`src/hw/rtl/lpvf_pkg.sv`:
```
// lpvf_pkg: shared types and constants of the lidar point validity filter.
// Used by every module of the block; depends on nothing.
`timescale 1ns / 1ps

package lpvf_pkg;

  localparam int COORD_W = 28;
  localparam int BYTE_W  = 8;
  localparam int TIME_W  = 32;
  localparam int DECIM_W = 7;
  localparam int PHASE_W = 6;
  localparam int BLIND_W = 56;
  localparam int SQ_W    = 55;   // |coord| <= 2^27, square fits 55 bits
  localparam int CFG_IDX_W = 2;

  localparam logic [DECIM_W-1:0] DECIM_MAX = 7'd64;

  localparam logic [BYTE_W-1:0] TAG_CLASS_MASK   = 8'h30;
  localparam logic [BYTE_W-1:0] TAG_CLASS_FIRST  = 8'h00;
  localparam logic [BYTE_W-1:0] TAG_CLASS_SECOND = 8'h10;

  localparam logic [BYTE_W-1:0]  LINES_RST = 8'd6;
  localparam logic [DECIM_W-1:0] DECIM_RST = 7'd1;
  localparam logic [BLIND_W-1:0] BLIND_RST = 56'd42949673;

  typedef enum logic [CFG_IDX_W-1:0] {
    CFG_LINES_IN_USE = 2'd0,
    CFG_DECIMATION   = 2'd1,
    CFG_BLIND_SQ     = 2'd2
  } cfg_idx_e;

  typedef struct packed {
    logic signed [COORD_W-1:0] x_pos;
    logic signed [COORD_W-1:0] y_pos;
    logic signed [COORD_W-1:0] z_pos;
    logic [BYTE_W-1:0]         reflectivity;
    logic [BYTE_W-1:0]         tag_bits;
    logic [BYTE_W-1:0]         line_number;
    logic [TIME_W-1:0]         offset_ns;
    logic                      scan_start;
  } in_word_t;

  typedef struct packed {
    logic signed [COORD_W-1:0] out_x;
    logic signed [COORD_W-1:0] out_y;
    logic signed [COORD_W-1:0] out_z;
    logic [BYTE_W-1:0]         out_intensity;
    logic [TIME_W-1:0]         out_time_ns;
  } out_word_t;

  // Candidate point between the gating stage and the range check.
  typedef struct packed {
    out_word_t       word;
    logic [SQ_W-1:0] sq_x;
    logic [SQ_W-1:0] sq_y;
    logic [SQ_W-1:0] sq_z;
  } cand_t;

endpackage

```
`src/hw/rtl/lpvf_range.sv`:
```
// lpvf_range: squared-range check against the blind zone and result register.
// Depends on lpvf_pkg.
`timescale 1ns / 1ps

module lpvf_range import lpvf_pkg::*; (
  input  logic                clk_i,
  input  logic                rst_ni,
  input  logic                cand_valid_i,
  input  cand_t               cand_i,
  output logic                cand_ready_o,
  input  logic [BLIND_W-1:0]  blind_sq_i,
  output logic                out_valid_o,
  input  logic                out_stall_i,
  output out_word_t           out_word_o
);

  logic               out_v_q;
  out_word_t          out_word_q;
  logic               out_adv, outside;
  logic [BLIND_W-1:0] range_sq;

  // Sum of three squares is at most 3 * 2^54, no overflow in 56 bits.
  assign range_sq = {1'b0, cand_i.sq_x} + {1'b0, cand_i.sq_y} + {1'b0, cand_i.sq_z};
  assign outside  = range_sq > blind_sq_i;

  assign out_adv      = !out_v_q || !out_stall_i;
  assign cand_ready_o = out_adv;

  always_ff @(posedge clk_i or negedge rst_ni) begin
    if (!rst_ni) begin
      out_v_q <= 1'b0;
    end else if (out_adv) begin
      out_v_q <= cand_valid_i && outside;
    end
  end

  always_ff @(posedge clk_i) begin
    if (out_adv && cand_valid_i && outside) begin
      out_word_q <= cand_i.word;
    end
  end

  assign out_valid_o = out_v_q;
  assign out_word_o  = out_word_q;

endmodule
```
`config.mk`:
```
export PLATFORM = sky130hd
export DESIGN_NAME = lpvf_range
export DESIGN_NICKNAME = d
export VERILOG_FILES = /design/src/hw/rtl/lpvf_pkg.sv /design/src/hw/rtl/lpvf_range.sv
export SDC_FILE = /design/constraint.sdc
export NUM_CORES = 1
export LEC_CHECK = 0
export BUFFER_PORTS_ARGS = -buffer_cell sky130_fd_sc_hd__buf_2
export CAP_MARGIN = 20
export CORE_AREA = 2 2 183 185
export DETAILED_ROUTE_END_ITERATION = 7
export DIE_AREA = 0 0 185 187
export PLACE_DENSITY_LB_ADDON = 0.2
export SYNTH_ARGS = -nofsm -noshare
export SYNTH_HDL_FRONTEND = slang
export SYNTH_SLANG_ARGS = --single-unit
export TNS_END_PERCENT = 5
```
`constraint.sdc`:
```
create_clock -name clk_i -period 18.63 [get_ports clk_i]
set_clock_uncertainty 0.05 [all_clocks]
set_input_delay 2.7945 -clock clk_i [delete_from_list [all_inputs] [get_ports clk_i]]
set_output_delay 2.7945 -clock clk_i [all_outputs]
set_load 0.05 [all_outputs]
```
==> summary.md <==
| Metric | Value |
|---|---|
| Pwr/cell area | `110 nW/um2` |
| Port Buffers | `474` |
| DIE HEIGHT | `187 um` |
| Vias per inst | `4.70` |
| HPWL Detailed | `29.8 mm` |
| Setup TNS | `0 ns` |
| R2r setup slk | `16.11 ns` |
| ANT nets after route | `0` |
| Core Area | `32900 um2` |
| Post-CTS Setup Inserts | `0` |
| CTS Root Cell | `clkbuf_16` |
| RSZ-0062 raised after global routing | `no` |
| Max Cap Viol | `0` |
| Min-Delay Endpoint | `out_valid_o` |
| Worst-margin pin slew | `0.993 ns` |
| Resized cells post-CTS | `0` |
| Nets@finish | `1834` |
| Initial antenna violation count | `11` |
| Die area | `34600 um2` |
| Total number of vias | `8382` |
| Final Power | `1.42 mW` |
| Lkg Pwr | `6.16 nW` |
| Setup crit end kind | `register` |
| Max rail drop VDD | `61.6 uV` |
| Die W | `185 um` |
| Flop and latch count out of synthesis | `125` |
| Seq/Total Area, Yosys | `39.2%` |
| Slew margin rel. | `33.8%` |
| Layout cells sized above 1 | `39.7%` |
| RR Endpoint | `out_word_o[97]` |
| DR pass1 iterations | `4` |
| Hold wc startpoint | `out_valid_o` |
| Worst skew pair latency | `0.42 ns` |
| Initial Util | `29.1%` |
| Clock transition at path regs | `0.06 ns` |
| Worst path max stage delay | `0.88 ns` |
| Largest cells by area after synthesis | `edfxtp_1 39%, ha_1 14%, fa_1 12%` |
| Post-layout min period | `9.49 ns` |
| R2R depth | `3` |
| Total Routing Usage GR | `19.3%` |
| Mapped Area | `9550 um2` |
| Number of global-route vias before repair | `8390` |
| 1st-iter DRT viols | `376` |
| FILL cells | `3331` |
| Crit path arrival time | `9.48 ns` |
| Required time worst endpoint | `18.62 ns` |
| Hold Fails Final Rpt | `0` |
| Top Ports | `475` |
| Clock sinks | `125` |
| Critical path class | `in2reg` |
| Tcrit/Tclk final | `50.9%` |
| Top Family by Delay on Critical Path | `compound AO/OA/AOI/OAI gates` |
| Max Transition Viols Final | `0` |
| Post-synth cell types | `63` |
| Worst-path fanout max | `76` |
| Routed len/inst | `19.1 um` |
| P&R area growth vs syn | `35.8%` |
| Async S/R FF share, synth | `0.800%` |
| Post-synth top area cell | `edfxtp_1` |
| Count of final setup violators | `0` |
| EDFF count, synth | `124` |
| Status | `finished, final reports clean` |
| CTS H-tree depth | `4` |
| Post-Syn Area per Cell | `11.3 um2` |
| # hold bufs at CTS | `0` |
| Yosys warning count | `0` |
| GRT overflow | `0` |
| Gpl congestion | `0.833` |
| CP Buf/Inv Count | `5` |
| Crit-path slowest cell | `buf_4` |
| Fmax | `105 MHz` |
| Largest net degree at the start of global routing | `77` |
| Syn_nets | `1359` |
| CTS tree | `built` |
| CTS buffer count | `17` |
| Crit path launch | `cand_i[1]` |
| Fraction of post-synthesis cell area in the top cell type by area | `39.0%` |
| Routed WL | `34.2 mm` |
| First-pass GRT wire length | `49.6 mm` |
| Prevailing post-synth register cell | `edfxtp_1` |
| Worst r2r src | `out_valid_o` |
| Row cnt | `67` |
| Number of cells on the worst hold path | `2` |
| Worst setup SP type | `primary input` |
| Worst min-delay path class | `reg2reg` |
| Syn Inst Count | `844` |
| Clk buf depth | `2` |
| DRC viols | `0` |
how the worst max path moves through the flow:
stage / endpoint / slack (ns) / cells past startpoint
final: out_word_o[97] / 9.14 / 26
after CTS: out_word_o[48] / 9.12 / 26
after global routing: out_word_o[48] / 8.56 / 26
after floorplan: out_word_o[0] / 4.91 / 23
after detailed placement: out_word_o[68] / 8.68 / 26
after global placement: out_word_o[4] / 8.92 / 26
metal layers:
| layer | track usage (%) | wire [um] |
|---|---|---|
| met5 | 0 | 84 |
| met4 | 4.58 | 527 |
| met3 | 5.63 | 2660 |
| met2 | 33.0 | 16600 |
| met1 | 23.9 | 14300 |
cell usage after synthesis (6+ instances only):
cell and n:
nand4_1 26, o21a_1 6, inv_1 80, clkbuf_1 13, o21ai_0 37, nor2_1 36
nor2b_1 10, nand2_1 38, nand2b_1 6, fa_1 56, nor3_1 15, nand3_1 13
a21o_1 44, edfxtp_1 124, a21oi_1 71, xor2_1 17, xnor2_1 36, o211ai_1 6
a31oi_1 14, ha_1 110, o21bai_1 10
layout by cell type (no fill, tap or decap), drive strengths merged, types with 3 or more instances in the layout:
| cell type | Yosys | routed |
|---|---|---|
| ha | 110 | 110 |
| diode | 0 | 4 |
| nand3 | 13 | 13 |
| and3 | 5 | 5 |
| inv | 80 | 90 |
| a31oi | 14 | 14 |
| nand2b | 7 | 7 |
| clkbuf | 13 | 17 |
| o21a | 6 | 6 |
| o21bai | 11 | 11 |
| o211ai | 6 | 6 |
| xor2 | 17 | 17 |
| a221oi | 4 | 4 |
| edfxtp | 124 | 124 |
| a21boi | 4 | 4 |
| or2 | 3 | 3 |
| a21oi | 73 | 73 |
| nor2b | 10 | 10 |
| o21ai | 38 | 38 |
| and4 | 4 | 4 |
| nand2 | 38 | 38 |
| buf | 7 | 476 |
| fa | 56 | 56 |
| a21o | 48 | 48 |
| nor3 | 15 | 15 |
| o31ai | 5 | 5 |
| nand4 | 27 | 27 |
| xnor2 | 36 | 36 |
| clkinvlp | 0 | 3 |
| nor2 | 36 | 36 |
| a211oi | 5 | 5 |
worst reg2reg max path, stage by stage (launching register included):
cell	delay [ns]
dfrtp_1	0.44
a21oi_4	0.16
buf_4	0.52
buf_4	0.93
cells by family (layout without fill, tap and decap cells):
group,count (synthesis),count (layout),share of synthesized area [%]
compound gates,232,232,16.4
simple gates,168,168,9.18
fa+ha+maj,166,166,26.1
flops,125,125,39.2
buf+inv,100,588,4.20
xor+xnor,53,53,4.86
other cells,0,4,0
layout make-up:
cell class / count / area, um2 / area share (%)
Multi-Input combinational cell: 619 / 5410 / 41.7
Sequential cell: 125 / 3750 / 28.9
Timing Repair Buffer: 476 / 2390 / 18.4
Tap cell: 448 / 561 / 4.32
Clock buffer: 17 / 425 / 3.28
Inverter: 80 / 300 / 2.32
Clock inverter: 15 / 124 / 0.955
Antenna cell: 4 / 10.0 / 0.0772
sequential cells by signal, summed over array words and instances, names as in the netlist:
register,flops
out_valid_o,1
out_word_o,124
power by group:
part	internal [mW]	leakage [nW]	switching, mW
sequential	0.373	1.16	0.0142
combinational	0.250	4.74	0.478
clock	0.174	0.264	0.135
stage by stage:
step           cells  hold WS [ns]  worst slack, ns  instance area [um2]  util, %
4_1_cts         1780         0.657             9.12                13000     39.4
6_report        1784         0.619             9.14                13000     39.5
2_1_floorplan    844          1.09             4.91                 9550        -
3_5_place_dp    1748         0.640             8.68                12400     37.8
3_3_place_gp    1748         0.635             8.92                12400     37.8
5_1_grt         1783         0.673             8.56                13000     39.5
(Power assumes the default switching activity.)
